--- config.mk ---
export PLATFORM = sky130hd
export DESIGN_NAME = stable_priority_queue_core
export DESIGN_NICKNAME = d
export VERILOG_FILES = /design/src/rtl/core/spq_pkg.sv /design/src/rtl/core/spq_cell.sv /design/src/rtl/core/stable_priority_queue_core.sv
export SDC_FILE = /design/constraint.sdc
export NUM_CORES = 1
export LEC_CHECK = 0
export BUFFER_PORTS_ARGS = -buffer_cell sky130_fd_sc_hd__buf_4
export CORE_MARGIN = 2
export CORE_UTILIZATION = 60
export CTS_CLUSTER_SIZE = 12
export DETAILED_ROUTE_END_ITERATION = 10
export PLACE_DENSITY = 0.77
export SLEW_MARGIN = 20
export SYNTH_ARGS = -nofsm -noshare
export SYNTH_HDL_FRONTEND = slang
export SYNTH_HIERARCHICAL = 1
export SYNTH_SLANG_ARGS = --single-unit
--- constraint.sdc ---
create_clock -name clock -period 8.64 [get_ports clock]
set_input_delay 0.432 -clock clock [delete_from_list [all_inputs] [get_ports clock]]
set_output_delay 0.432 -clock clock [all_outputs]
set_load 0.03 [all_outputs]
--- src/rtl/core/spq_pkg.sv ---
// Package with operation codes, status codes and cell control types of the priority queue.
package spq_pkg;

   localparam int KIND_WIDTH   = 2;
   localparam int STATUS_WIDTH = 2;
   localparam int RSP_USER_WIDTH = STATUS_WIDTH + 1;

   localparam logic [KIND_WIDTH-1:0] KIND_ENQ = 2'd0;
   localparam logic [KIND_WIDTH-1:0] KIND_DEQ = 2'd1;
   localparam logic [KIND_WIDTH-1:0] KIND_CLR = 2'd2;

   localparam logic [STATUS_WIDTH-1:0] STATUS_OK    = 2'd0;
   localparam logic [STATUS_WIDTH-1:0] STATUS_EMPTY = 2'd1;
   localparam logic [STATUS_WIDTH-1:0] STATUS_FULL  = 2'd2;

   typedef struct packed {
      logic enq;
      logic deq;
      logic clr;
   } cell_ctrl_type;

endpackage

--- src/rtl/core/spq_cell.sv ---
// One compare-and-shift cell of the sorted priority queue chain.
module spq_cell #(
   parameter int PRIO_WIDTH = 4,
   parameter int TAG_WIDTH  = 16
) (
   input  logic                  clock,
   input  logic                  reset,
   input  spq_pkg::cell_ctrl_type ctrl,
   input  logic [PRIO_WIDTH-1:0] new_prio,
   input  logic [TAG_WIDTH-1:0]  new_tag,
   input  logic                  left_valid,
   input  logic                  left_keep,
   input  logic [PRIO_WIDTH-1:0] left_prio,
   input  logic [TAG_WIDTH-1:0]  left_tag,
   input  logic                  right_valid,
   input  logic [PRIO_WIDTH-1:0] right_prio,
   input  logic [TAG_WIDTH-1:0]  right_tag,
   output logic                  valid,
   output logic                  keep,
   output logic [PRIO_WIDTH-1:0] prio,
   output logic [TAG_WIDTH-1:0]  tag
);
   import spq_pkg::*;

   logic                  valid_ff;
   logic                  valid_in;
   logic [PRIO_WIDTH-1:0] prio_ff;
   logic [PRIO_WIDTH-1:0] prio_in;
   logic [TAG_WIDTH-1:0]  tag_ff;
   logic [TAG_WIDTH-1:0]  tag_in;

   // An entry stays in place when it is ahead of the new one, ties included.
   assign keep = valid_ff && (prio_ff <= new_prio);

   always_comb begin
      valid_in = valid_ff;
      prio_in  = prio_ff;
      tag_in   = tag_ff;
      if (ctrl.clr) begin
         valid_in = 1'b0;
      end else if (ctrl.enq) begin
         valid_in = valid_ff || left_valid;
         if (!keep) begin
            if (left_keep) begin
               prio_in = new_prio;
               tag_in  = new_tag;
            end else begin
               prio_in = left_prio;
               tag_in  = left_tag;
            end
         end
      end else if (ctrl.deq) begin
         valid_in = right_valid;
         prio_in  = right_prio;
         tag_in   = right_tag;
      end
   end

   always_ff @(posedge clock) begin
      if (reset) begin
         valid_ff <= 1'b0;
      end else begin
         valid_ff <= valid_in;
      end
   end

   always_ff @(posedge clock) begin
      prio_ff <= prio_in;
      tag_ff  <= tag_in;
   end

   assign valid = valid_ff;
   assign prio  = prio_ff;
   assign tag   = tag_ff;

endmodule

--- src/rtl/core/stable_priority_queue_core.sv ---
// Top level of the stable minimum priority queue built from a chain of cells.
// A result is registered and presented in the cycle after its transaction is accepted.
// Throughput: one operation per cycle unless a result waits; every cell compares and shifts in the same cycle.
// Reset: synchronous and active high; it empties the queue and the result register.
// Stored priorities and tags are not reset.
module stable_priority_queue_core #(
   parameter int QUEUE_DEPTH = 16,
   parameter int PRIO_WIDTH  = 4,
   parameter int TAG_WIDTH   = 16,
   localparam int OCC_WIDTH      = $clog2(QUEUE_DEPTH + 1),
   localparam int REQ_DATA_WIDTH = ((PRIO_WIDTH + TAG_WIDTH + 7) / 8) * 8,
   localparam int RSP_DATA_WIDTH = ((PRIO_WIDTH + TAG_WIDTH + OCC_WIDTH + 7) / 8) * 8
) (
   input  logic                                clock,
   input  logic                                reset,
   input  logic                                req_tvalid,
   output logic                                req_tready,
   // Fields from bit 0: prio_in, tag_in, zero fill.
   input  logic [REQ_DATA_WIDTH-1:0]           req_tdata,
   // Fields from bit 0: kind.
   input  logic [spq_pkg::KIND_WIDTH-1:0]      req_tuser,
   output logic                                rsp_tvalid,
   input  logic                                rsp_tready,
   // Fields from bit 0: prio_out, tag_out, occupancy, zero fill.
   output logic [RSP_DATA_WIDTH-1:0]           rsp_tdata,
   // Fields from bit 0: status, out_valid.
   output logic [spq_pkg::RSP_USER_WIDTH-1:0]  rsp_tuser
);
   import spq_pkg::*;

   logic                    fire;
   logic [KIND_WIDTH-1:0]   kind;
   logic [PRIO_WIDTH-1:0]   prio;
   logic [TAG_WIDTH-1:0]    tag;
   logic                    full;
   logic                    empty;
   cell_ctrl_type           ctrl;

   logic [OCC_WIDTH-1:0]    count_ff;
   logic [OCC_WIDTH-1:0]    count_in;
   logic                    rsp_valid_ff;
   logic                    rsp_valid_in;
   logic [STATUS_WIDTH-1:0] status_ff;
   logic [STATUS_WIDTH-1:0] status_in;
   logic                    out_valid_ff;
   logic                    out_valid_in;
   logic [PRIO_WIDTH-1:0]   prio_out_ff;
   logic [PRIO_WIDTH-1:0]   prio_out_in;
   logic [TAG_WIDTH-1:0]    tag_out_ff;
   logic [TAG_WIDTH-1:0]    tag_out_in;
   logic [OCC_WIDTH-1:0]    occ_ff;

   logic [QUEUE_DEPTH-1:0]  cell_valid;
   logic [QUEUE_DEPTH-1:0]  cell_keep;
   logic [PRIO_WIDTH-1:0]   cell_prio [QUEUE_DEPTH];
   logic [TAG_WIDTH-1:0]    cell_tag  [QUEUE_DEPTH];

   assign req_tready = !rsp_valid_ff || rsp_tready;
   assign fire       = req_tvalid && req_tready;
   assign kind       = req_tuser;
   assign prio       = req_tdata[PRIO_WIDTH-1:0];
   assign tag        = req_tdata[PRIO_WIDTH+TAG_WIDTH-1:PRIO_WIDTH];
   assign full       = (count_ff == OCC_WIDTH'(QUEUE_DEPTH));
   assign empty      = (count_ff == '0);

   assign ctrl.enq = fire && (kind == KIND_ENQ) && !full;
   assign ctrl.deq = fire && (kind == KIND_DEQ) && !empty;
   assign ctrl.clr = fire && (kind == KIND_CLR);

   for (genvar i = 0; i < QUEUE_DEPTH; i++) begin : g_cell
      logic                  left_valid;
      logic                  left_keep;
      logic [PRIO_WIDTH-1:0] left_prio;
      logic [TAG_WIDTH-1:0]  left_tag;
      logic                  right_valid;
      logic [PRIO_WIDTH-1:0] right_prio;
      logic [TAG_WIDTH-1:0]  right_tag;

      if (i == 0) begin : g_head
         assign left_valid = 1'b1;
         assign left_keep  = 1'b1;
         assign left_prio  = prio;
         assign left_tag   = tag;
      end else begin : g_body
         assign left_valid = cell_valid[i-1];
         assign left_keep  = cell_keep[i-1];
         assign left_prio  = cell_prio[i-1];
         assign left_tag   = cell_tag[i-1];
      end

      if (i == QUEUE_DEPTH - 1) begin : g_tail
         assign right_valid = 1'b0;
         assign right_prio  = '0;
         assign right_tag   = '0;
      end else begin : g_inner
         assign right_valid = cell_valid[i+1];
         assign right_prio  = cell_prio[i+1];
         assign right_tag   = cell_tag[i+1];
      end

      spq_cell #(
         .PRIO_WIDTH(PRIO_WIDTH),
         .TAG_WIDTH (TAG_WIDTH)
      ) u_cell (
         .clock      (clock),
         .reset      (reset),
         .ctrl       (ctrl),
         .new_prio   (prio),
         .new_tag    (tag),
         .left_valid (left_valid),
         .left_keep  (left_keep),
         .left_prio  (left_prio),
         .left_tag   (left_tag),
         .right_valid(right_valid),
         .right_prio (right_prio),
         .right_tag  (right_tag),
         .valid      (cell_valid[i]),
         .keep       (cell_keep[i]),
         .prio       (cell_prio[i]),
         .tag        (cell_tag[i])
      );
   end

   always_comb begin
      count_in     = count_ff;
      status_in    = STATUS_OK;
      out_valid_in = 1'b0;
      prio_out_in  = '0;
      tag_out_in   = '0;
      unique case (kind)
         KIND_ENQ: begin
            if (full) begin
               status_in = STATUS_FULL;
            end else begin
               count_in = count_ff + OCC_WIDTH'(1);
            end
         end
         KIND_DEQ: begin
            if (empty) begin
               status_in = STATUS_EMPTY;
            end else begin
               count_in     = count_ff - OCC_WIDTH'(1);
               out_valid_in = 1'b1;
               prio_out_in  = cell_prio[0];
               tag_out_in   = cell_tag[0];
            end
         end
         KIND_CLR: begin
            count_in = '0;
         end
         default: begin
            count_in = count_ff;
         end
      endcase
   end

   always_comb begin
      rsp_valid_in = rsp_valid_ff;
      if (fire) begin
         rsp_valid_in = 1'b1;
      end else if (rsp_tready) begin
         rsp_valid_in = 1'b0;
      end
   end

   always_ff @(posedge clock) begin
      if (reset) begin
         count_ff     <= '0;
         rsp_valid_ff <= 1'b0;
      end else begin
         if (fire) begin
            count_ff <= count_in;
         end
         rsp_valid_ff <= rsp_valid_in;
      end
   end

   always_ff @(posedge clock) begin
      if (fire) begin
         status_ff    <= status_in;
         out_valid_ff <= out_valid_in;
         prio_out_ff  <= prio_out_in;
         tag_out_ff   <= tag_out_in;
         occ_ff       <= count_in;
      end
   end

   always_comb begin
      rsp_tdata = '0;
      rsp_tdata[PRIO_WIDTH-1:0] = prio_out_ff;
      rsp_tdata[PRIO_WIDTH+TAG_WIDTH-1:PRIO_WIDTH] = tag_out_ff;
      rsp_tdata[PRIO_WIDTH+TAG_WIDTH+OCC_WIDTH-1:PRIO_WIDTH+TAG_WIDTH] = occ_ff;
   end

   assign rsp_tvalid = rsp_valid_ff;
   assign rsp_tuser  = {out_valid_ff, status_ff};

`ifndef SYNTH
   a_count_matches_cells: assert property (@(posedge clock) disable iff (reset)
      $countones(cell_valid) == 32'(count_ff))
      else $error("Entry count disagrees with the occupied cells.");

   a_count_bounded: assert property (@(posedge clock) disable iff (reset)
      count_ff <= OCC_WIDTH'(QUEUE_DEPTH))
      else $error("Entry count exceeds the queue depth.");

   a_head_ordered: assert property (@(posedge clock) disable iff (reset)
      cell_valid[1] |-> (cell_prio[0] <= cell_prio[1]))
      else $error("Head entries are out of priority order.");

   a_deq_returns_entry: assert property (@(posedge clock) disable iff (reset)
      (fire && (kind == KIND_DEQ) && !empty) |=> (rsp_tvalid && out_valid_ff))
      else $error("Dequeue of a held entry returned no entry.");
`endif

endmodule

==> flow_summary_export.csv, run 1 <==
group,metric,value,unit
clock_network,cts_resized,0,
detailed_routing,drt_first_pass_iters,5,
critical_path,path_delay_family,"compound AO/OA/AOI/OAI gates",
clock_network,clockRootBuffer,"clkbuf_16",
critical_path,crit_path_top_delay_cell,"o21a_1",
synth,avgSynthCellArea,11.0,µm²
detailed_routing,first_iter_violations,916,
clock_network,cts_made_buffers,41,
placement,place_inst,2361,
critical_path,r2r_slack,4310,ps
power,vdd_ir_drop_max,157,µV
sta,drv_slew,0,
min_path,min-delay-start,"req_tvalid",
critical_path,cp.depth,9,
global_routing,grt_pass1_wl,67400,µm
critical_path,crit_fanout,73,
sta,worstMarginPinSlew,957,ps
floorplanning,coreArea,34700,µm²
detailed_routing,wl_per_cell,16.7,µm
cells_and_area,fin_cells,2433,
critical_path,cp_cell_sequence,"inv_1 > ha_1 > nor3b_2 > a21boi_2 > and2_4 > buf_4 > nor2_1 > a211oi_2 > o21a_1",
min_path,min_path_type,"input port to register",
power,leakagePower,8.15,nW
synth,yosys_warnings,6,
global_routing,overflow,0,
critical_path,reg2reg_to,"g_cell[8].u_cell/tag[7]",
detailed_routing,route.detailed.drc,0,
critical_path,worst_setup_path_start_kind,"register",
floorplanning,die_h,192,µm
clock_network,post_cts_buffers,0,
critical_path,path_buf_inv,2,
detailed_routing,routed_wirelength,40700,µm
min_path,worstHoldEndpoint,"rsp_tvalid",
cells_and_area,areaGrowthSynthToFinish,8.59,%
cells_and_area,antennaDiodeCount,0,
synth,synthCells,1926,
floorplanning,die-area,36900,µm²
critical_path,regToRegStartpoint,"count_ff[0]",
global_routing,track_usage,22.2,%
clock_network,clock_path_buffers,3,
floorplanning,num_io_pins,67,
critical_path,cpPeakStageDelay,780,ps
clock_network,cts_tree,"yes",
critical_path,cp.arrival,4480,ps
sta,rsz0062_at_grt,"false",
clock_network,htreeDepth,2,
critical_path,end_kind,"register",
clock_network,clock_latency,540,ps
placement,gp_congestion,0.831,
sta,fmax,231,MHz
critical_path,path_class,"register to register",
global_routing,antenna_found_initial,0,
clock_network,postCtsHoldBufs,0,
global_routing,grt_max_degree,133,
synth,syn_area,21200,µm²
floorplanning,rows,68,
sta,hold_violations,0,
placement,io_buffers,55,
run,max_cap_violations,0,
sta,min_period,4330,ps
sta,fin_skew,15.9,ps
run_status,status,"completed",
placement,dp_hpwl,28300,µm
clock_network,clk_pin_slew,60,ps
cells_and_area,fin_util,66.4,%
sta,tns,0,ps
min_path,min_path_cells,3,
sta,setup_viol,0,
cells_and_area,drive_above_1_share,10.8,%
cells_and_area,nets,2045,
power,power_density,188,nW/µm²
detailed_routing,vias,13749,
critical_path,required,8790,ps
clock_network,clock_sinks,370,
critical_path,r2r_cells,9,
sta,max-slew-margin-rel,36.2,%
global_routing,grt_pass1_vias,13392,
floorplanning,initial_core_util,61.1,%
floorplanning,die_w,192,µm
sta,finalCritPeriodShare,50.1,%
detailed_routing,postRouteAntennaNets,0,
detailed_routing,viasPerCell,5.65,
## sequential cells by signal, indices dropped and copies added, names as in the netlist
signal,count
g_cell.u_cell/tag,256
prio_out_ff,4
count_ff,5
g_cell.u_cell/prio,64
status_ff,2
g_cell.u_cell/valid,16
tag_out_ff,16
occ_ff,5
out_valid_ff,1
rsp_tvalid,1
## cell usage in the layout (no fill, tap or decap), types with 3 or more instances in the layout
master	count
a2111oi_2	16
o21a_1	18
nor3_1	4
a211oi_2	16
a211oi_1	16
a21oi_1	340
nand3_1	3
nor2_1	342
clkbuf_1	13
a221oi_2	3
o21ai_2	15
clkbuf_16	43
inv_1	85
edfxtp_1	348
clkinv_2	6
ha_1	66
nor2b_4	16
and2_1	36
clkinv_1	3
and4_1	16
o211a_1	16
buf_4	76
clkbuf_8	4
nor2b_1	16
conb_1	31
dfxtp_1	22
mux2i_1	321
nand2_1	51
## tightest hold or removal path: stages
cell and delay (ps):
buf_4 120, inv_1 50, a21oi_1 50
## metal layers
| metal | share of wire (%) | global-route usage [%] | up-vias |
|---|---|---|---|
| li1 | - | - | 7084 |
| met5 | 0 | 0 | - |
| met4 | 1.8 | 5.73 | 0 |
| met2 | 48 | 37.1 | 273 |
| met3 | 3.8 | 2.89 | 64 |
| met1 | 46 | 30.7 | 6328 |
## worst max path at each step
stage | startpoint | endpoint
6_report | count_ff[0] | g_cell[8].u_cell/tag[7]
3_5_place_dp | rsp_tready | g_cell[8].u_cell/tag[7]
5_1_grt | count_ff[0] | g_cell[4].u_cell/tag[7]
4_1_cts | rsp_tvalid | g_cell[8].u_cell/tag[10]
3_3_place_gp | rsp_tready | g_cell[0].u_cell/tag[6]
2_1_floorplan | rsp_tready | g_cell[0].u_cell/prio[0]
## final cells by class
type | count | area (µm²)
inverters | 86 | 323
well taps | 455 | 569
clock inverters | 12 | 110
repair buffers | 79 | 613
clock buffers | 60 | 1180
multi-input cells | 1371 | 9360
fillers | 2686 | 11700
flip-flops and latches | 370 | 10900
## where the power goes
part | internal, W | switching (W) | total (W)
logic | 0.000182 | 0.000318 | 0.000500
registers | 0.00209 | 0.0000533 | 0.00214
clock network | 0.00100 | 0.000688 | 0.00169
total | 0.00327 | 0.00106 | 0.00433
## per-stage QoR
step           setup WS [ps]  power [W]  cell area (µm²)  hold WS [ps]
2_1_floorplan           3890    0.00254            21300           454
3_3_place_gp            4030    0.00264            21700           496
3_5_place_dp            3930    0.00267            21700           501
4_1_cts                 4180    0.00436            23000           163
5_1_grt                 3960    0.00450            23000           168
6_report                4310    0.00433            23000           172
No activity file was read; power rests on OpenSTA's default activity.
==> run 2: changes to the inputs <==
==> constraint.sdc (replaced) <==
create_clock -name clock -period 4.04 [get_ports clock]
set_input_delay 0.202 -clock clock [delete_from_list [all_inputs] [get_ports clock]]
set_output_delay 0.202 -clock clock [all_outputs]
set_load 0.03 [all_outputs]
==> flow_summary_export.csv, run 2 (same netlist as run 1, synthesis figures left out) <==
group,metric,value,unit
detailed_routing,route.detailed.drc,0,
detailed_routing,first_iter_violations,1037,
global_routing,antenna_found_initial,0,
floorplanning,rows,68,
global_routing,grt_pass1_vias,13607,
cells_and_area,fin_util,67.1,%
sta,max-slew-margin-rel,32.2,%
clock_network,clock_path_buffers,3,
critical_path,worst_setup_path_start_kind,"register",
critical_path,end_kind,"register",
clock_network,cts_made_buffers,41,
critical_path,r2r_slack,690,ps
sta,tns,0,ps
cells_and_area,largest_reg_flops,256,
cells_and_area,seqCellArea,10900,µm²
global_routing,use_met3,2.74,%
critical_path,cpPeakStageDelay,560,ps
power,power_switching,0.00224,W
cells_and_area,final_common_cell,"edfxtp_1",
cells_and_area,nFillCells,2584,
run_status,status,"completed",
critical_path,cp_cell_sequence,"inv_1 > ha_1 > nor3b_2 > a21boi_2 > and2_4 > buf_12 > buf_12 > a21oi_1",
detailed_routing,postRouteAntennaNets,0,
detailed_routing,viasPerCell,5.57,
critical_path,crit_path_top_delay_cell,"buf_12",
detailed_routing,wl_per_cell,16.3,µm
clock_network,clock_sinks,370,
run,max_cap_violations,0,
critical_path,crit_fanout,196,
critical_path,required,4280,ps
sta,drv_slew,0,
power,p_int,0.00696,W
detailed_routing,vias,13733,
sta,hold_violations,0,
floorplanning,die_h,192,µm
min_path,min_path_type,"input port to register",
power,power_density,395,nW/µm²
power,leakagePower,8.29,nW
critical_path,cp_common_cell,"buf_12",
sta,fin_skew,14.3,ps
clock_network,cts_resized,0,
critical_path,path_buf_inv,3,
cells_and_area,drive_above_1_share,11.6,%
power,power_frac_comb,12.0,%
floorplanning,die_w,192,µm
floorplanning,coreArea,34700,µm²
global_routing,busiest_layer,"met2",
sta,finalCritPeriodShare,83.0,%
global_routing,grt_pass1_wl,66700,µm
clock_network,clockRootBuffer,"clkbuf_16",
critical_path,cp.arrival,3600,ps
cells_and_area,antennaDiodeCount,0,
power,p_seq_share,49.7,%
power,p_clk_share,38.3,%
cells_and_area,nets,2076,
placement,io_buffers,55,
placement,dp_hpwl,28400,µm
global_routing,use_met2,37.0,%
sta,setup_viol,0,
cells_and_area,multiInputGateArea,9370,µm²
floorplanning,die-area,36900,µm²
clock_network,clk_pin_slew,60,ps
global_routing,use_met1,29.9,%
critical_path,path_class,"register to register",
floorplanning,initial_core_util,61.1,%
cells_and_area,final_cell_mix,"348 x edfxtp_1, 342 x nor2_1, 340 x a21oi_1",
power,switching_share,24.4,%
sta,fmax,298,MHz
clock_network,cts_tree,"yes",
sta,min_period,3350,ps
clock_network,htreeDepth,2,
detailed_routing,routed_wirelength,40300,µm
power,vdd_ir_drop_max,300,µV
sta,rsz0062_at_grt,"false",
detailed_routing,drt_first_pass_iters,6,
floorplanning,num_io_pins,67,
clock_network,clock_latency,540,ps
cells_and_area,areaGrowthSynthToFinish,9.74,%
global_routing,grt_max_degree,240,
global_routing,track_usage,21.9,%
placement,gp_congestion,0.808,
critical_path,path_delay_family,"buffers and inverters",
global_routing,overflow,0,
sta,worstMarginPinSlew,1020,ps
-- run 2: changes by cell type in the layout (fill, tap and decap cells not counted), sizes merged --
cell         change
clkinv           +2
clkinvlp         +1
inv              -1
dlygate4sd3      +2
clkbuf           +1
buf             +29
-- run 2: worst reg2reg max path, delay by kind of cell, from the launching register on --
family,cells,cell delay (ps)
AND/OR/NAND/NOR,2,690
buffers and inverters,3,980
AO/OA/AOI/OAI,2,590
flip-flops,1,510
adder cells (fa/ha/maj),1,290
-- run 2: worst paths after layout --
| kind | start | endpoint | cells past startpoint |
|---|---|---|---|
| max | count_ff[0] | g_cell[11].u_cell/tag[9] | 8 |
| min | req_tuser[0] | count_ff[1] | 3 |
| max reg2reg | count_ff[0] | g_cell[11].u_cell/tag[9] | 8 |
| min reg2reg | g_cell[15].u_cell/valid | g_cell[14].u_cell/valid | 2 |
-- run 2: final cells by class --
class	count	share of cell area, %
clock inverters	14	0.500
repair buffers	110	3.78
multi-input cells	1371	40.2
well taps	455	2.44
inverters	86	1.39
clock buffers	61	4.91
flip-flops and latches	370	46.8
-- run 2: power groups by stage --
stage	registers, W	clock network [W]	logic, W
finish	0.00457	0.00353	0.00111
global route	0.00459	0.00375	0.00123
CTS	0.00457	0.00360	0.00110
detailed placement	0.00464	0	0.00110
global placement	0.00463	0	0.00104
floorplan	0.00465	0	0.000778
-- run 2: metal layers --
layer | wire length, µm | up-vias
met5 | 0 | -
met4 | 826 | 0
met3 | 1540 | 73
met2 | 19600 | 286
met1 | 18300 | 6236
li1 | - | 7138
-- run 2: what timing repair did --
item | CTS | global route
endpoints found under the hold margin | 1 | 0
buffers inserted | 0 | 0
hold buffers | 2 | 0
-- run 2: per-stage QoR --
| step | hold slack [ps] | instance area (µm²) | total power [W] | cells | setup WS [ps] |
|---|---|---|---|---|---|
| floorplan | 271 | 21300 | 0.00543 | 1955 | 172 |
| global placement | 468 | 22000 | 0.00568 | 2390 | 833 |
| finish | 116 | 23300 | 0.00920 | 2467 | 687 |
| global route | 121 | 23300 | 0.00957 | 2467 | 542 |
| detailed placement | 480 | 22000 | 0.00574 | 2390 | 754 |
| CTS | 95.0 | 23300 | 0.00927 | 2467 | 735 |
==> run 3: changes to the inputs <==
--- a/config.mk
+++ b/config.mk
@@ -5,9 +5,10 @@
 export SDC_FILE = /design/constraint.sdc
 export NUM_CORES = 1
 export LEC_CHECK = 0
+export ABC_AREA = 1
 export BUFFER_PORTS_ARGS = -buffer_cell sky130_fd_sc_hd__buf_4
 export CORE_MARGIN = 2
-export CORE_UTILIZATION = 60
+export CORE_UTILIZATION = 57
 export CTS_CLUSTER_SIZE = 12
 export DETAILED_ROUTE_END_ITERATION = 10
 export PLACE_DENSITY = 0.77
==> constraint.sdc (replaced) <==
create_clock -name clock -period 2.85 [get_ports clock]
set_input_delay 0.1425 -clock clock [delete_from_list [all_inputs] [get_ports clock]]
set_output_delay 0.1425 -clock clock [all_outputs]
set_load 0.03 [all_outputs]
==> flow_summary_export.csv, run 3 <==
group,metric,value,unit
floorplanning,die_h,197,µm
clock_network,post_cts_buffers,0,
detailed_routing,route.detailed.drc,0,
global_routing,overflow,0,
run_status,status,"completed",
power,vdd_ir_drop_max,404,µV
placement,dp_hpwl,38700,µm
clock_network,htreeDepth,2,
detailed_routing,postRouteAntennaNets,0,
min_path,min_path_type,"input port to register",
cells_and_area,nets,2568,
sta,finalCritPeriodShare,89.6,%
sta,layout_setup_ws,297,ps
floorplanning,die_w,197,µm
floorplanning,initial_core_util,57.9,%
sta,tns,0,ps
critical_path,cp.arrival,2930,ps
floorplanning,rows,70,
synth,yosys_warnings,6,
floorplanning,coreArea,36600,µm²
critical_path,end_kind,"register",
sta,rsz0062_at_grt,"false",
synth,syn_area,21200,µm²
global_routing,grt_pass1_vias,16011,
sta,min_period,2550,ps
synth,avgSynthCellArea,8.67,µm²
critical_path,path_class,"register to register",
cells_and_area,drive_above_1_share,11.3,%
sta,max-slew-margin-rel,51.1,%
critical_path,crit_fanout,91,
run,max_cap_violations,0,
detailed_routing,drt_first_pass_iters,6,
sta,fmax,392,MHz
sta,hold_violations,0,
cells_and_area,final_common_cell,"o21ai_1",
cells_and_area,largest_reg_flops,256,
critical_path,worst_setup_path_start_kind,"register",
clock_network,clock_path_buffers,3,
clock_network,clockRootBuffer,"clkbuf_16",
placement,placed_cell_area,21700,µm²
sta,drv_slew,0,
detailed_routing,vias,17345,
sta,worstMarginPinSlew,734,ps
global_routing,grt_pass1_wl,87300,µm
clock_network,clock_latency,550,ps
critical_path,required,3230,ps
cells_and_area,final_area,23000,µm²
clock_network,clk_pin_slew,60,ps
sta,fin_skew,24.9,ps
sta,hold_ws,9.50,ps
detailed_routing,first_iter_violations,2539,
global_routing,track_usage,29.1,%
sta,setup_viol,0,
detailed_routing,routed_wirelength,56000,µm
cells_and_area,areaGrowthSynthToFinish,8.61,%
detailed_routing,wl_per_cell,18.8,µm
floorplanning,num_io_pins,67,
placement,io_buffers,55,
global_routing,grt_max_degree,92,
cells_and_area,final_cell_mix,"625 x o21ai_1, 447 x nand2_1, 348 x edfxtp_1",
power,p_total,0.0135,W
placement,dp_slack,344,ps
global_routing,antenna_found_initial,0,
clock_network,cts_made_buffers,41,
floorplanning,die-area,38700,µm²
clock_network,cts_tree,"yes",
power,leakagePower,9.33,nW
detailed_routing,viasPerCell,5.84,
clock_network,clock_sinks,370,
synth,synthCells,2442,
cells_and_area,antennaDiodeCount,0,
placement,gp_congestion,0.918,
power,power_density,586,nW/µm²
-- run 3: path summary, 6_finish.rpt --
path	start	cells after the start	endpoint	slack, ps
setup / recovery	count_ff[1]	9	g_cell[1].u_cell/prio[3]	300
hold / removal	reset	2	rsp_tvalid	10
setup reg to reg	count_ff[1]	9	g_cell[1].u_cell/prio[3]	300
hold reg to reg	rsp_tvalid	2	rsp_tvalid	510
-- run 3: layout make-up --
class                   instances  area [µm²]
fillers                      3034       13600
multi-input cells            1732        8590
well taps                     468         586
flip-flops and latches        370       10900
clock buffers                  58        1130
repair buffers                 96         751
inverters                     231         927
clock inverters                17         128
-- run 3: repair_timing --
item	CTS	global route
endpoints found under the hold margin	2	0
hold buffers	2	0
gates resized for setup	0	0
-- run 3: worst max-delay path, cell delays in order (launching register included) --
cell and delay (ps):
dfxtp_2 370, inv_2 70, ha_4 190, nand3_4 100
nand2_4 60, nor2_4 180, buf_12 350, buf_4 520
o21ai_0 300, o21ai_1 190
-- run 3: routing by layer --
layer	GRT usage, %	up-vias	wire [µm]
met4	15.1	0	3180
met3	4.23	163	6660
met1	42.5	7856	23200
li1	-	8293	-
met5	0	-	0
met2	42.3	1033	22900
-- run 3: per-stage QoR --
step	util, %	std cells
final	62.8	2972
after global routing	62.8	2972
after CTS	62.8	2972
after detailed placement	59.3	2895
after global placement	59.3	2895
after floorplan	-	2472
-- run 3: report_power, final --
part	total, W	switching, W	leakage [nW]	internal, W
Combinational	0.00183	0.00129	5.29	0.000541
Sequential	0.00663	0.000239	3.42	0.00639
Clock	0.00502	0.00208	0.614	0.00294
